$ cat config.mk
export PLATFORM = sky130hd
export DESIGN_NAME = alias_table_build_and_sample
export DESIGN_NICKNAME = d
export VERILOG_FILES = /design/src/sv/atb_pkg.sv /design/src/sv/alias_table_build_and_sample.sv /design/src/sv/atb_ctrl.sv /design/src/sv/atb_datapath.sv
export SDC_FILE = /design/constraint.sdc
export NUM_CORES = 2
export LEC_CHECK = 0
export BUFFER_PORTS_ARGS = -buffer_cell sky130_fd_sc_hd__buf_2
export CELL_PAD_IN_SITES_DETAIL_PLACEMENT = 0
export CELL_PAD_IN_SITES_GLOBAL_PLACEMENT = 2
export CORE_MARGIN = 2
export CORE_UTILIZATION = 44
export DETAILED_ROUTE_END_ITERATION = 10
export GPL_TIMING_DRIVEN = 1
export PLACE_DENSITY = 0.85
export SLEW_MARGIN = 15
export SYNTH_ARGS = -nofsm -noshare
export SYNTH_HDL_FRONTEND = slang
export SYNTH_SLANG_ARGS = --single-unit
$ cat constraint.sdc
create_clock -name aclk -period 5.9 [get_ports aclk]
set_clock_uncertainty 0.1 [all_clocks]
set_input_delay 0.59 -clock aclk [delete_from_list [all_inputs] [get_ports aclk]]
set_output_delay 0.59 -clock aclk [all_outputs]
set_load 0.005 [all_outputs]
$ cat src/sv/atb_pkg.sv
// Package: widths, codes and controller/datapath interface types for the alias table.
`timescale 1ns / 1ps

package atb_pkg;

    localparam int FRAC_BITS       = 16;
    localparam int W_W             = FRAC_BITS + 1;
    localparam int RAND_W          = FRAC_BITS;
    localparam int ENTRY_W         = 6;
    localparam int KIND_W          = 2;
    localparam int DEF_MAX_ENTRIES = 16;
    localparam int ONE_FIX         = 1 << FRAC_BITS;

    // input tdata layout, lowest field first
    localparam int S_FIELDS_W = W_W + 2 * RAND_W;
    localparam int S_TDATA_W  = ((S_FIELDS_W + 7) / 8) * 8;
    localparam int RCOL_LSB   = W_W;
    localparam int RCOIN_LSB  = W_W + RAND_W;

    // result tdata layout, lowest field first
    localparam int M_FIELDS_W = 2 * ENTRY_W + W_W;
    localparam int M_TDATA_W  = ((M_FIELDS_W + 7) / 8) * 8;
    localparam int M_PAD_W    = M_TDATA_W - M_FIELDS_W;

    localparam logic FUNC_LOAD   = 1'b0;
    localparam logic FUNC_SAMPLE = 1'b1;

    localparam logic [KIND_W-1:0] KIND_ENTRY    = 2'd0;
    localparam logic [KIND_W-1:0] KIND_SAMPLE   = 2'd1;
    localparam logic [KIND_W-1:0] KIND_NO_TABLE = 2'd2;

    typedef enum logic [3:0] {
        ST_IDLE,
        ST_SC_RD,
        ST_SC_WR,
        ST_PAIR_POP,
        ST_PAIR_RD,
        ST_PAIR_UPD,
        ST_LEFT_POP,
        ST_LEFT_WR,
        ST_EMIT_RD,
        ST_EMIT_OUT,
        ST_SAMP_RD,
        ST_SAMP_OUT
    } atb_state_t;

    typedef struct packed {
        logic load_wr;
        logic build_start;
        logic samp_start;
        logic sc_rd;
        logic sc_wr;
        logic pair_pop;
        logic pair_rd;
        logic pair_upd;
        logic left_pop;
        logic left_wr;
        logic idx_clr;
        logic emit_rd;
        logic emit_out;
        logic samp_rd;
        logic samp_out;
    } atb_cmd_t;

    typedef struct packed {
        logic scan_last;
        logic pair_go;
        logic left_go;
        logic slot_free;
    } atb_status_t;

endpackage

$ cat src/sv/alias_table_build_and_sample.sv
// Top level of the alias table builder and sampler.
// Input channel s_*: one item per handshake. tuser selects the operation: load one weight
// or draw one sample. A load carrying tlast closes the set of weights and starts the build.
// Result channel m_*: tuser gives the kind (table entry, sample, sample with no table),
// tlast marks the final entry of a build and every sample.
// A load without tlast gives no result; the next item is taken in the following cycle.
// A sample is taken into the column and coin registers, its column is read from the table
// memories, and its result then enters the output register; no item is taken meanwhile.
// The build is run by the sequencer over single-port stack memories: each entry is read
// and written back scaled; each pairing step pops, reads and updates, and a final check
// ends the pairing; each leftover entry is popped and written, and a final check ends that
// phase; then each entry is read and emitted, waiting while the receiver stalls. No items are taken meanwhile.
// Loads beyond MAX_ENTRIES weights are dropped. A sample before any table gives a
// no-table result. Reset empties the table and the result register; memories are not
// cleared since nothing is read before it is written.
// When the receiver stalls, the held result stays in the output register and the
// sequencer waits before writing the next one; no item is taken until it is written.
`timescale 1ns / 1ps

module alias_table_build_and_sample import atb_pkg::*; #(
    parameter int MAX_ENTRIES = DEF_MAX_ENTRIES
) (
    input  logic                 aclk,
    input  logic                 aresetn,
    input  logic                 s_tvalid,
    output logic                 s_tready,
    // weight [16:0], rand_column [32:17], rand_coin [48:33], zero fill above
    input  logic [S_TDATA_W-1:0] s_tdata,
    // func
    input  logic                 s_tuser,
    input  logic                 s_tlast,
    output logic                 m_tvalid,
    input  logic                 m_tready,
    // entry [5:0], prob [22:6], partner [28:23], zero fill above
    output logic [M_TDATA_W-1:0] m_tdata,
    // result_kind
    output logic [KIND_W-1:0]    m_tuser,
    output logic                 m_tlast
);

    atb_cmd_t           cmd;
    atb_status_t        sts;
    logic [ENTRY_W-1:0] entry;
    logic [W_W-1:0]     prob;
    logic [ENTRY_W-1:0] partner;

    atb_ctrl u_ctrl (
        .aclk     (aclk),
        .aresetn  (aresetn),
        .s_tvalid (s_tvalid),
        .s_tuser  (s_tuser),
        .s_tlast  (s_tlast),
        .s_tready (s_tready),
        .sts      (sts),
        .cmd      (cmd)
    );

    atb_datapath #(
        .MAX_ENTRIES (MAX_ENTRIES)
    ) u_datapath (
        .aclk        (aclk),
        .aresetn     (aresetn),
        .cmd         (cmd),
        .sts         (sts),
        .weight      (s_tdata[W_W-1:0]),
        .rand_column (s_tdata[RCOL_LSB+RAND_W-1:RCOL_LSB]),
        .rand_coin   (s_tdata[RCOIN_LSB+RAND_W-1:RCOIN_LSB]),
        .m_valid     (m_tvalid),
        .m_ready     (m_tready),
        .m_kind      (m_tuser),
        .m_entry     (entry),
        .m_prob      (prob),
        .m_partner   (partner),
        .m_last      (m_tlast)
    );

    assign m_tdata = {{M_PAD_W{1'b0}}, partner, prob, entry};

endmodule

$ cat src/sv/atb_ctrl.sv
// Sequencer for loading, table build, entry emission and sampling.
`timescale 1ns / 1ps

module atb_ctrl import atb_pkg::*; (
    input  logic        aclk,
    input  logic        aresetn,
    input  logic        s_tvalid,
    input  logic        s_tuser,
    input  logic        s_tlast,
    output logic        s_tready,
    input  atb_status_t sts,
    output atb_cmd_t    cmd
);

    atb_state_t state_reg;
    atb_state_t state_next;

    always_ff @(posedge aclk) begin
        if (!aresetn) begin
            state_reg <= ST_IDLE;
        end else begin
            state_reg <= state_next;
        end
    end

    always_comb begin
        cmd        = '0;
        s_tready   = 1'b0;
        state_next = state_reg;
        unique case (state_reg)
            ST_IDLE: begin
                s_tready = 1'b1;
                if (s_tvalid) begin
                    if (s_tuser == FUNC_LOAD) begin
                        cmd.load_wr = 1'b1;
                        if (s_tlast) begin
                            cmd.build_start = 1'b1;
                            state_next      = ST_SC_RD;
                        end
                    end else begin
                        cmd.samp_start = 1'b1;
                        state_next     = ST_SAMP_RD;
                    end
                end
            end
            ST_SC_RD: begin
                cmd.sc_rd  = 1'b1;
                state_next = ST_SC_WR;
            end
            ST_SC_WR: begin
                cmd.sc_wr  = 1'b1;
                state_next = sts.scan_last ? ST_PAIR_POP : ST_SC_RD;
            end
            ST_PAIR_POP: begin
                if (sts.pair_go) begin
                    cmd.pair_pop = 1'b1;
                    state_next   = ST_PAIR_RD;
                end else begin
                    state_next = ST_LEFT_POP;
                end
            end
            ST_PAIR_RD: begin
                cmd.pair_rd = 1'b1;
                state_next  = ST_PAIR_UPD;
            end
            ST_PAIR_UPD: begin
                cmd.pair_upd = 1'b1;
                state_next   = ST_PAIR_POP;
            end
            ST_LEFT_POP: begin
                if (sts.left_go) begin
                    cmd.left_pop = 1'b1;
                    state_next   = ST_LEFT_WR;
                end else begin
                    cmd.idx_clr = 1'b1;
                    state_next  = ST_EMIT_RD;
                end
            end
            ST_LEFT_WR: begin
                cmd.left_wr = 1'b1;
                state_next  = ST_LEFT_POP;
            end
            ST_EMIT_RD: begin
                cmd.emit_rd = 1'b1;
                state_next  = ST_EMIT_OUT;
            end
            ST_EMIT_OUT: begin
                if (sts.slot_free) begin
                    cmd.emit_out = 1'b1;
                    state_next   = sts.scan_last ? ST_IDLE : ST_EMIT_RD;
                end
            end
            ST_SAMP_RD: begin
                cmd.samp_rd = 1'b1;
                state_next  = ST_SAMP_OUT;
            end
            ST_SAMP_OUT: begin
                if (sts.slot_free) begin
                    cmd.samp_out = 1'b1;
                    state_next   = ST_IDLE;
                end
            end
            default: begin
                state_next = ST_IDLE;
            end
        endcase
    end

endmodule

$ cat src/sv/atb_datapath.sv
// Weight store, stacks, alias table memories, sampler and result register.
`timescale 1ns / 1ps

module atb_datapath import atb_pkg::*; #(
    parameter int MAX_ENTRIES = DEF_MAX_ENTRIES
) (
    input  logic                aclk,
    input  logic                aresetn,
    input  atb_cmd_t            cmd,
    output atb_status_t         sts,
    input  logic [W_W-1:0]      weight,
    input  logic [RAND_W-1:0]   rand_column,
    input  logic [RAND_W-1:0]   rand_coin,
    output logic                m_valid,
    input  logic                m_ready,
    output logic [KIND_W-1:0]   m_kind,
    output logic [ENTRY_W-1:0]  m_entry,
    output logic [W_W-1:0]      m_prob,
    output logic [ENTRY_W-1:0]  m_partner,
    output logic                m_last
);

    localparam int IDX_W  = $clog2(MAX_ENTRIES);
    localparam int CNT_W  = $clog2(MAX_ENTRIES + 1);
    localparam int SW_W   = W_W + CNT_W;
    localparam int CP_W   = CNT_W + RAND_W;
    localparam logic [SW_W-1:0]  ONE_SW  = SW_W'(ONE_FIX);
    localparam logic [W_W-1:0]   ONE_W   = W_W'(ONE_FIX);
    localparam logic [CNT_W-1:0] MAX_CNT = CNT_W'(MAX_ENTRIES);

    // memories
    logic [SW_W-1:0]  sw_mem [MAX_ENTRIES];
    logic [IDX_W-1:0] ss_mem [MAX_ENTRIES];
    logic [IDX_W-1:0] ls_mem [MAX_ENTRIES];
    logic [W_W-1:0]   pr_mem [MAX_ENTRIES];
    logic [IDX_W-1:0] pt_mem [MAX_ENTRIES];

    // control state
    logic [CNT_W-1:0] count_reg, count_next;
    logic             ready_reg;
    logic [CNT_W-1:0] small_top_reg, small_top_next;
    logic [CNT_W-1:0] large_top_reg, large_top_next;
    logic [IDX_W-1:0] idx_reg, idx_next;
    logic             m_valid_reg;

    // registered read data and sample operands
    logic [SW_W-1:0]   sw_a_reg, sw_b_reg;
    logic [IDX_W-1:0]  ss_rd_reg, ls_rd_reg;
    logic [W_W-1:0]    pr_rd_reg;
    logic [IDX_W-1:0]  pt_rd_reg;
    logic              left_sel_reg;
    logic [IDX_W-1:0]  col_reg;
    logic [RAND_W-1:0] coin_reg;
    logic              nt_reg;

    // result register payload
    logic [KIND_W-1:0]  m_kind_reg;
    logic [ENTRY_W-1:0] m_entry_reg;
    logic [W_W-1:0]     m_prob_reg;
    logic [ENTRY_W-1:0] m_partner_reg;
    logic               m_last_reg;

    logic [CNT_W-1:0] load_base;
    logic             load_room;
    logic [SW_W-1:0]  scaled_w;
    logic [SW_W-1:0]  upd_w;
    logic [CNT_W-1:0] st_dec, lt_dec;
    logic             push_en, push_large;
    logic [IDX_W-1:0] push_val;
    logic [IDX_W-1:0] left_e;
    logic [CP_W-1:0]  col_prod;
    logic [CNT_W-1:0] col_raw, col_clamp;
    logic [IDX_W-1:0] pick;
    logic             slot_free;

    // a new load after a build restarts the count
    assign load_base = ready_reg ? '0 : count_reg;
    assign load_room = load_base < MAX_CNT;

    assign scaled_w = SW_W'(sw_a_reg[W_W-1:0]) * SW_W'(count_reg);
    // more holds > 1.0 so this cannot go negative
    assign upd_w    = sw_b_reg + sw_a_reg - ONE_SW;

    assign st_dec = small_top_reg - CNT_W'(1);
    assign lt_dec = large_top_reg - CNT_W'(1);
    assign left_e = left_sel_reg ? ls_rd_reg : ss_rd_reg;

    assign col_prod  = CP_W'(count_reg) * CP_W'(rand_column);
    assign col_raw   = col_prod[CP_W-1:RAND_W];
    assign col_clamp = (col_raw >= count_reg) ? (count_reg - CNT_W'(1)) : col_raw;
    assign pick      = ({1'b0, coin_reg} < pr_rd_reg) ? col_reg : pt_rd_reg;

    assign slot_free = !m_valid_reg || m_ready;

    assign sts.scan_last = (CNT_W'(idx_reg) + CNT_W'(1)) == count_reg;
    assign sts.pair_go   = (small_top_reg != '0) && (large_top_reg != '0);
    assign sts.left_go   = (small_top_reg != '0) || (large_top_reg != '0);
    assign sts.slot_free = slot_free;

    always_comb begin
        push_en    = 1'b0;
        push_large = 1'b0;
        push_val   = idx_reg;
        if (cmd.sc_wr) begin
            push_en    = 1'b1;
            push_large = scaled_w > ONE_SW;
        end else if (cmd.pair_upd) begin
            push_en    = 1'b1;
            push_large = upd_w > ONE_SW;
            push_val   = ls_rd_reg;
        end
    end

    always_comb begin
        count_next     = count_reg;
        small_top_next = small_top_reg;
        large_top_next = large_top_reg;
        idx_next       = idx_reg;
        if (cmd.load_wr) begin
            count_next = load_base + CNT_W'(load_room);
        end
        if (cmd.build_start) begin
            small_top_next = '0;
            large_top_next = '0;
        end
        if (cmd.pair_pop) begin
            small_top_next = st_dec;
            large_top_next = lt_dec;
        end
        if (cmd.left_pop) begin
            if (small_top_reg != '0) begin
                small_top_next = st_dec;
            end else begin
                large_top_next = lt_dec;
            end
        end
        if (push_en) begin
            if (push_large) begin
                if (large_top_reg < MAX_CNT) begin
                    large_top_next = large_top_reg + CNT_W'(1);
                end
            end else if (small_top_reg < MAX_CNT) begin
                small_top_next = small_top_reg + CNT_W'(1);
            end
        end
        if (cmd.build_start || cmd.idx_clr) begin
            idx_next = '0;
        end else if (cmd.sc_wr || cmd.emit_out) begin
            idx_next = idx_reg + IDX_W'(1);
        end
    end

    always_ff @(posedge aclk) begin
        if (!aresetn) begin
            count_reg     <= '0;
            ready_reg     <= 1'b0;
            small_top_reg <= '0;
            large_top_reg <= '0;
            idx_reg       <= '0;
            m_valid_reg   <= 1'b0;
        end else begin
            count_reg     <= count_next;
            small_top_reg <= small_top_next;
            large_top_reg <= large_top_next;
            idx_reg       <= idx_next;
            if (cmd.load_wr) begin
                ready_reg <= 1'b0;
            end else if (cmd.emit_out && sts.scan_last) begin
                ready_reg <= 1'b1;
            end
            if (cmd.emit_out || cmd.samp_out) begin
                m_valid_reg <= 1'b1;
            end else if (m_ready) begin
                m_valid_reg <= 1'b0;
            end
        end
    end

    // scaled weight store: one write port, two read ports
    always_ff @(posedge aclk) begin
        if (cmd.load_wr && load_room) begin
            sw_mem[load_base[IDX_W-1:0]] <= SW_W'(weight);
        end else if (cmd.sc_wr) begin
            sw_mem[idx_reg] <= scaled_w;
        end else if (cmd.pair_upd) begin
            sw_mem[ls_rd_reg] <= upd_w;
        end
        if (cmd.sc_rd) begin
            sw_a_reg <= sw_mem[idx_reg];
        end else if (cmd.pair_rd) begin
            sw_a_reg <= sw_mem[ss_rd_reg];
            sw_b_reg <= sw_mem[ls_rd_reg];
        end
    end

    // small and large stacks
    always_ff @(posedge aclk) begin
        if (push_en && push_large && (large_top_reg < MAX_CNT)) begin
            ls_mem[large_top_reg[IDX_W-1:0]] <= push_val;
        end
        if (push_en && !push_large && (small_top_reg < MAX_CNT)) begin
            ss_mem[small_top_reg[IDX_W-1:0]] <= push_val;
        end
        if (cmd.pair_pop) begin
            ss_rd_reg <= ss_mem[st_dec[IDX_W-1:0]];
            ls_rd_reg <= ls_mem[lt_dec[IDX_W-1:0]];
        end else if (cmd.left_pop) begin
            left_sel_reg <= (small_top_reg == '0);
            if (small_top_reg != '0) begin
                ss_rd_reg <= ss_mem[st_dec[IDX_W-1:0]];
            end else begin
                ls_rd_reg <= ls_mem[lt_dec[IDX_W-1:0]];
            end
        end
    end

    // alias table: probability and partner
    always_ff @(posedge aclk) begin
        if (cmd.pair_upd) begin
            pr_mem[ss_rd_reg] <= sw_a_reg[W_W-1:0];
            pt_mem[ss_rd_reg] <= ls_rd_reg;
        end else if (cmd.left_wr) begin
            pr_mem[left_e] <= ONE_W;
            pt_mem[left_e] <= left_e;
        end
        if (cmd.emit_rd) begin
            pr_rd_reg <= pr_mem[idx_reg];
            pt_rd_reg <= pt_mem[idx_reg];
        end else if (cmd.samp_rd) begin
            pr_rd_reg <= pr_mem[col_reg];
            pt_rd_reg <= pt_mem[col_reg];
        end
    end

    always_ff @(posedge aclk) begin
        if (cmd.samp_start) begin
            col_reg  <= col_clamp[IDX_W-1:0];
            coin_reg <= rand_coin;
            nt_reg   <= !ready_reg || (count_reg == '0);
        end
    end

    always_ff @(posedge aclk) begin
        if (cmd.emit_out) begin
            m_kind_reg    <= KIND_ENTRY;
            m_entry_reg   <= ENTRY_W'(idx_reg);
            m_prob_reg    <= pr_rd_reg;
            m_partner_reg <= ENTRY_W'(pt_rd_reg);
            m_last_reg    <= sts.scan_last;
        end else if (cmd.samp_out) begin
            m_kind_reg    <= nt_reg ? KIND_NO_TABLE : KIND_SAMPLE;
            m_entry_reg   <= nt_reg ? '0 : ENTRY_W'(pick);
            m_prob_reg    <= '0;
            m_partner_reg <= '0;
            m_last_reg    <= 1'b1;
        end
    end

    assign m_valid   = m_valid_reg;
    assign m_kind    = m_kind_reg;
    assign m_entry   = m_entry_reg;
    assign m_prob    = m_prob_reg;
    assign m_partner = m_partner_reg;
    assign m_last    = m_last_reg;

endmodule

# After elaboration in Yosys (flattened, before gate mapping)
# Memories as Yosys holds them, arrays and structs flattened. A register that Yosys moved wholly into a read port is not among the register bits.
# Index checks and enable logic that the tools add are counted.
# classes
n_mux,117
bitwise,3
n_eq_ne,17
n_mul,2
reduce_logical,38
order_cmp,7
addsub,10
# ops
operator,count
$mux 4,39
$mux 22,4
$mux 17,5
$mux 5,15
$pmux 4 s12,1
$mux 1,47
$gt 22x17->1 const B,2
$reduce_or 22->1,2
$add 22x22->22,1
$mul 17x5->22,1
$sub 22x17->22 const B,1
$mul 5x16->21,1
$lt 16x17->1,1
$reduce_or 17->1,1
$eq 4x3->1 const B,4
$eq 4x4->1 const B,4
$lt 5x5->1 const B,3
$reduce_bool 2->1,6
$add 5x1->5 const B,2
$logic_not 5->1,2
$reduce_bool 5->1,2
$sub 5x1->5 const B,2
$eq 4x2->1 const B,2
$mux 2,4
20 further kinds,42
# totals
word_cells,220
ram_bits,816
mem_count,5
out_inout_bits,37
register_bits,126
in_bits,62
# mem_list
name,depth,word_bits,read_ports,rd_clocked_by_memory_dff,wr,line_no,text
u_datapath.sw_mem,16,22,3,3,1,atb_datapath.sv:32,logic [SW_W-1:0] sw_mem [MAX_ENTRIES];
u_datapath.pr_mem,16,17,2,2,1,atb_datapath.sv:35,logic [W_W-1:0] pr_mem [MAX_ENTRIES];
u_datapath.ls_mem,16,4,1,0,1,atb_datapath.sv:34,logic [IDX_W-1:0] ls_mem [MAX_ENTRIES];
u_datapath.pt_mem,16,4,2,2,1,atb_datapath.sv:36,logic [IDX_W-1:0] pt_mem [MAX_ENTRIES];
u_datapath.ss_mem,16,4,1,0,1,atb_datapath.sv:33,logic [IDX_W-1:0] ss_mem [MAX_ENTRIES];

# Longest topological paths before layout
# logic_depth
depth_word,11
ltp_mapped,26
depth_no_buf,24

# Cells and area by module
# A second synthesis with hierarchy kept.
# unflattened
cells_unflattened,3222
hier_area_um2,53400.0
# by_module_without_submodules
mod,area_per_inst_um2,n_inst,cells_per_inst,seq_area_each_um2
atb_datapath,52939.5,1,3156,28837.7
atb_ctrl,434.2,1,62,80.1
alias_table_build_and_sample,26.3,1,4,0.0

# Worst setup path before layout
# No wires, ideal clock.
# synth_timing
path_kind,reg-to-reg
startpoint,register u_datapath.count_reg[2]
endpoint,memory u_datapath.ss_mem[10][0] (netlist bit) (enable)
synth_period_minus_slack_ns,6.116
setup_ns,0.309
setup_slack_ns,-0.216
path_stages_with_launch,23
t_required_ns,5.491
n_path_buf,5
arrival_time_ns,5.707
path_cell_list,dfxtp_1 -> clkbuf_1 -> clkbuf_1 -> clkbuf_1 -> and2_1 -> fa_1 -> fa_1 -> inv_1 -> fa_1 -> inv_1 -> ha_1 -> a21o_1 -> a21o_1 -> a221o_1 -> or2_1 -> clkbuf_1 -> a21o_1 -> or3_1 -> a2111o_1 -> o22ai_1 -> and2_1 -> clkbuf_1 -> and3_1
# synth_between
elab_chain_len,8
# synth_rtl
element,line_no,text
"start, declared",atb_datapath.sv:39,"logic [CNT_W-1:0] count_reg, count_next;"
"start signal, assigned",atb_datapath.sv:162,count_reg <= count_next;
$mul 17x5->22,atb_datapath.sv:80,assign scaled_w = SW_W'(sw_a_reg[W_W-1:0]) * SW_W'(count_reg);
$gt 22x17->1,atb_datapath.sv:106,push_large = scaled_w > ONE_SW;
$mux 1,atb_datapath.sv:104,if (cmd.sc_wr) begin
$logic_not 1->1,atb_datapath.sv:201,if (push_en && !push_large && (small_top_reg < MAX_CNT)) begin
$logic_and 1x1->1 (2 in series),atb_datapath.sv:201,
$mux 1,atb_datapath.sv:201,
$mux 1 (not written as such),atb_datapath.sv:202,ss_mem[small_top_reg[IDX_W-1:0]] <= push_val;
"end, declared",atb_datapath.sv:33,
# No other way between the ends.

# Worst setup path in the final report
# layout_timing
startpoint,register u_datapath.sw_a_reg[5]
endpoint,memory u_datapath.ls_mem[1][3] (netlist bit) (enable)
# layout_between
elab_chain_len,9
elab_cells_between_ends,11
cone_classes,2 x add/sub; 1 x mul; 2 x order compare; 4 x mux; 2 x reduce/logical
# layout_rtl
element,line_no,text
"start, declared",atb_datapath.sv:47,"logic [SW_W-1:0] sw_a_reg, sw_b_reg;"
"start signal, assigned",atb_datapath.sv:189,sw_a_reg <= sw_mem[idx_reg];
"start signal, assigned",atb_datapath.sv:191,sw_a_reg <= sw_mem[ss_rd_reg];
$add 22x22->22,atb_datapath.sv:82,assign upd_w = sw_b_reg + sw_a_reg - ONE_SW;
$sub 22x17->22,atb_datapath.sv:82,
$gt 22x17->1,atb_datapath.sv:109,push_large = upd_w > ONE_SW;
$mux 1,atb_datapath.sv:107,end else if (cmd.pair_upd) begin
$mux 1 (*),atb_datapath.sv:104,
$logic_and 1x1->1 (*) (2 in series),atb_datapath.sv:198,if (push_en && push_large && (large_top_reg < MAX_CNT)) begin
$mux 1 (*),atb_datapath.sv:198,
$mux 1 (not written as such) (*),atb_datapath.sv:199,ls_mem[large_top_reg[IDX_W-1:0]] <= push_val;
"end, declared",atb_datapath.sv:34,
# Every way passes the cells marked *; elsewhere a longest branch is shown, timed or not.

==> metrics.md <==
| Metric | Value |
|---|---|
| Hold_ws | roughly 150 ps |
| RePlAce Congestion | 0.840 |
| Post-Syn Area | ~53000 µm² |
| Setup TNS | 0 ps |
| DP Area | around 56000 µm² |
| CTS Sinks | around 980 |
| Biggest register | u_datapath.sw_mem |
| Status | finished, final reports clean |
| Die Wd | roughly 350 µm |
| Setup slack after layout | between 150 and 200 ps |
| Fmax | between 150 and 200 MHz |
| M3 GR Usage | under 10% |
| Min-Delay Path Class | primary input to flop |
| Final number of hold-violating endpoints | 0 |
| Layout area overhead | 12.8% |
| Worst EP arrival | between 6000 and 7000 ps |
| Largest net degree at the start of global routing | 90 |
| Initial antenna violation count | 5 |
| DRC | 0 |
| Max clock buf depth | 3 |
| Total wire length | between 100000 and 150000 µm |
| Final worst path period need | between 5000 and 6000 ps |
| Avg Cell Area, Syn | approximately 17 µm² |
| Synth top cells by count | edfxtp_1 (937), mux4_2 (580), inv_1 (184) |
| Sequential fraction of the synthesis area | 54.6% |
| Largest register FFs | 352 |
| Most common cell in the netlist | edfxtp_1 |
| Iteration-0 DRC Markers | 3299 |
| Drt first pass iters | 5 |
| Ys Warns | 0 |
| Worst-path clk slew | about 60 ps |
| Critical Path Fanout Max | 14 |
| Worst skew pair latency | 700 ps |
| Synth area leaders | edfxtp_1 (53%), mux4_2 (25%), fa_1 (3.3%) |
| First-pass GRT wire length | roughly 200000 µm |
| Async S/R FF share, synth | 0% |
| Critical Path RT | 6250 ps |
| Largest family of logic cells by synthesized area | multiplexers |
| CP Capture Type | flop |
| Ports | 99 |
| FF+latch count, synth | between 900 and 1000 |
| Die area | 123000 µm² |
| Routed vias | between 30000 and 40000 |
| Net count of the finished layout | approximately 3600 |
| Pwr dens | between 300 and 400 nW/µm² |
| Gr usage total | a little under a quarter |
| Synth area leader | edfxtp_1 |
| Critical Path Max Stage Delay | between 500 and 600 ps |
| Main synth FF type | edfxtp_1 |
| VDD IR max | a little under 0.3 mV |
| Core Area | roughly 120000 µm² |
| Final HPWL DP | around 85000 µm |
| Rows | approximately 130 |
| H-tree depth | 3 |
| Pre-CTS setup slack | -192 ps |
| Effective utilization at floorplan | 44.3% |
| Finish-stage setup viols | 0 |
| M2 GR Usage | between 30% and 40% |
| Top cell type's share of synthesized area | around 53% |
| Fin area | about 60000 µm² |
| Worst path most repeated cell | fa_1 |
| Routed length per instance | around 27 µm |
| Simple-gate area share of the yosys netlist | under 10% |
| Final Cycle Share | a little over nine tenths |
| Cts bufs inserted | between 100 and 150 |
| Ant. Diodes | 0 |
| Crit Path Category | flop to flop |
| Critical path buffers and inverters | 3 |
| MaxCap Viol Count | 0 |
| IO buf count | 84 |
| Max-slew violation count | 0 |
| Filler cells | between 9000 and 10000 |
| Post-Synth Adder-Cell Area | 6.43% |
| Post-synthesis compound-gate area fraction | under 10% |
| CP Cell Sequence | and2_1 > fa_1 > fa_1 > inv_1 > fa_1 > inv_1 > ha_2 > a2111oi_4 > o21ai_2 > and4_1 > or2_4 > a21o_1 > or3_1 > a2111o_1 > o221ai_4 > nor2_1 > buf_4 > and3_2 |
| Grt ovf | 0 |
| Post-synth cell types | 75 |
| Mapped Cells | ~3200 |
| Die height | ~350 µm |
| Top Registers | u_datapath.sw_mem (352), u_datapath.pr_mem (272) |
| TritonCTS clock tree | done |
| Post-route ant nets | 0 |
| Root buf cell | clkbuf_16 |
| Slew margin rel. | approximately 16% |
| Number of global-route vias before repair | between 30000 and 40000 |
| Post-Synth XOR/XNOR Area | 0.744% |
| Busiest metal layer after global routing | met2 |
| Critical-path top delay cell | fa_1 |
| Share of cells above drive strength 1 | roughly 33% |
| Via/cell ratio | roughly 6 |
| GR Util met1 | between 30% and 40% |
| P_leak | 20.4 nW |
| Startpoint Class | flop |
| Delay-heaviest family, CP | adder cells |
| Number of flops mapped to enable cells by yosys | 937 |
| Tightest Pin Transition | 1260 ps |
| Mux cell area share after synthesis | 26.0% |
## cell usage in the layout (no fill, tap or decap), types with 34 or more instances in the layout
cell type	Yosys	routed
a21oi_1	71	69
and2_1	137	136
and3_1	46	39
buf_2	5	84
buf_4	8	150
clkbuf_16	0	102
edfxtp_1	937	937
fa_1	87	86
ha_1	133	131
inv_1	184	183
mux2_2	51	51
mux4_2	580	580
nand2_1	162	162
nand3_1	34	34
nor2_1	105	71
o21ai_0	56	54
## cells by family (layout without fill, tap and decap cells)
family                     after synthesis  after routing
DFF                                    976            976
muxes                                  645            645
and+or+nand+nor                        612            612
buffers and inverters                  393            628
AOI/OAI and AO/OA                      280            280
adders and majority gates              220            220
xor gates and xnor gates                45             45
other                                    1              7
## routing by layer
| metal | part of all wire (%) | routed length (µm) |
|---|---|---|
| met1 | 40 | 55400 |
| met3 | 8.5 | 11600 |
| met4 | 2.9 | 4030 |
| met5 | 0.0095 | 13 |
| met2 | 48 | 66500 |
## path summary, 6_finish.rpt
| check | start | endpoint | slack (ps) | depth (start not counted) |
|---|---|---|---|---|
| setup / recovery | u_datapath.sw_a_reg[5] | u_datapath.ls_mem[1][3] | 190 | 18 |
| hold / removal | aresetn | u_datapath.large_top_reg[4] | 150 | 2 |
| setup reg to reg | u_datapath.sw_a_reg[5] | u_datapath.ls_mem[1][3] | 190 | 18 |
| hold reg to reg | u_datapath.m_kind[0] | u_datapath.m_kind[0] | 350 | 2 |
## worst reg2reg max path, stage by stage, from the launching register on
cell	delay (ps)
edfxtp_1	460
and2_1	210
fa_1	460
fa_1	520
inv_1	50
fa_1	470
inv_1	40
ha_2	320
a2111oi_4	320
o21ai_2	160
and4_1	250
or2_4	270
a21o_1	180
or3_1	310
a2111o_1	510
o221ai_4	300
nor2_1	90
buf_4	200
and3_2	270
## report_power, final
part           switching, mW  leakage [nW]  total [mW]  internal (mW)
sequential             0.491          8.82        8.97           8.48
clock                   2.70          1.60        6.32           3.62
combinational           3.32          9.99        6.04           2.72
total                   6.51          20.4        21.3           14.8
## metrics by stage
stage / instances / util, % / total power [mW]
6_report: 5025 / 50.0 / 21.3
5_1_grt: 5025 / 50.0 / 22.2
4_1_cts: 5015 / 49.8 / 21.4
3_5_place_dp: 4812 / 46.8 / 15.1
3_3_place_gp: 4812 / 46.8 / 15.0
2_1_floorplan: 3178 / - / 13.0
## layout make-up
cell class / instances / area [µm²] / share of cell area (%)
flip-flops and latches: 976 / 29000 / 48.4
multi-input cells: 1809 / 22900 / 38.4
clock buffers: 120 / 2620 / 4.38
well taps: 1612 / 2020 / 3.37
repair buffers: 259 / 1880 / 3.15
inverters: 184 / 691 / 1.16
clock inverters: 65 / 664 / 1.11
## timing repair
item,4_1_cts,5_1_grt
setup buffers,2,10
pin swaps,2,8
setup endpoints to repair,134,146
hold buffers,16,0
hold endpoints to repair,16,0
resized for setup,7,40
Note: power is estimated with default switching activity, not from simulation.
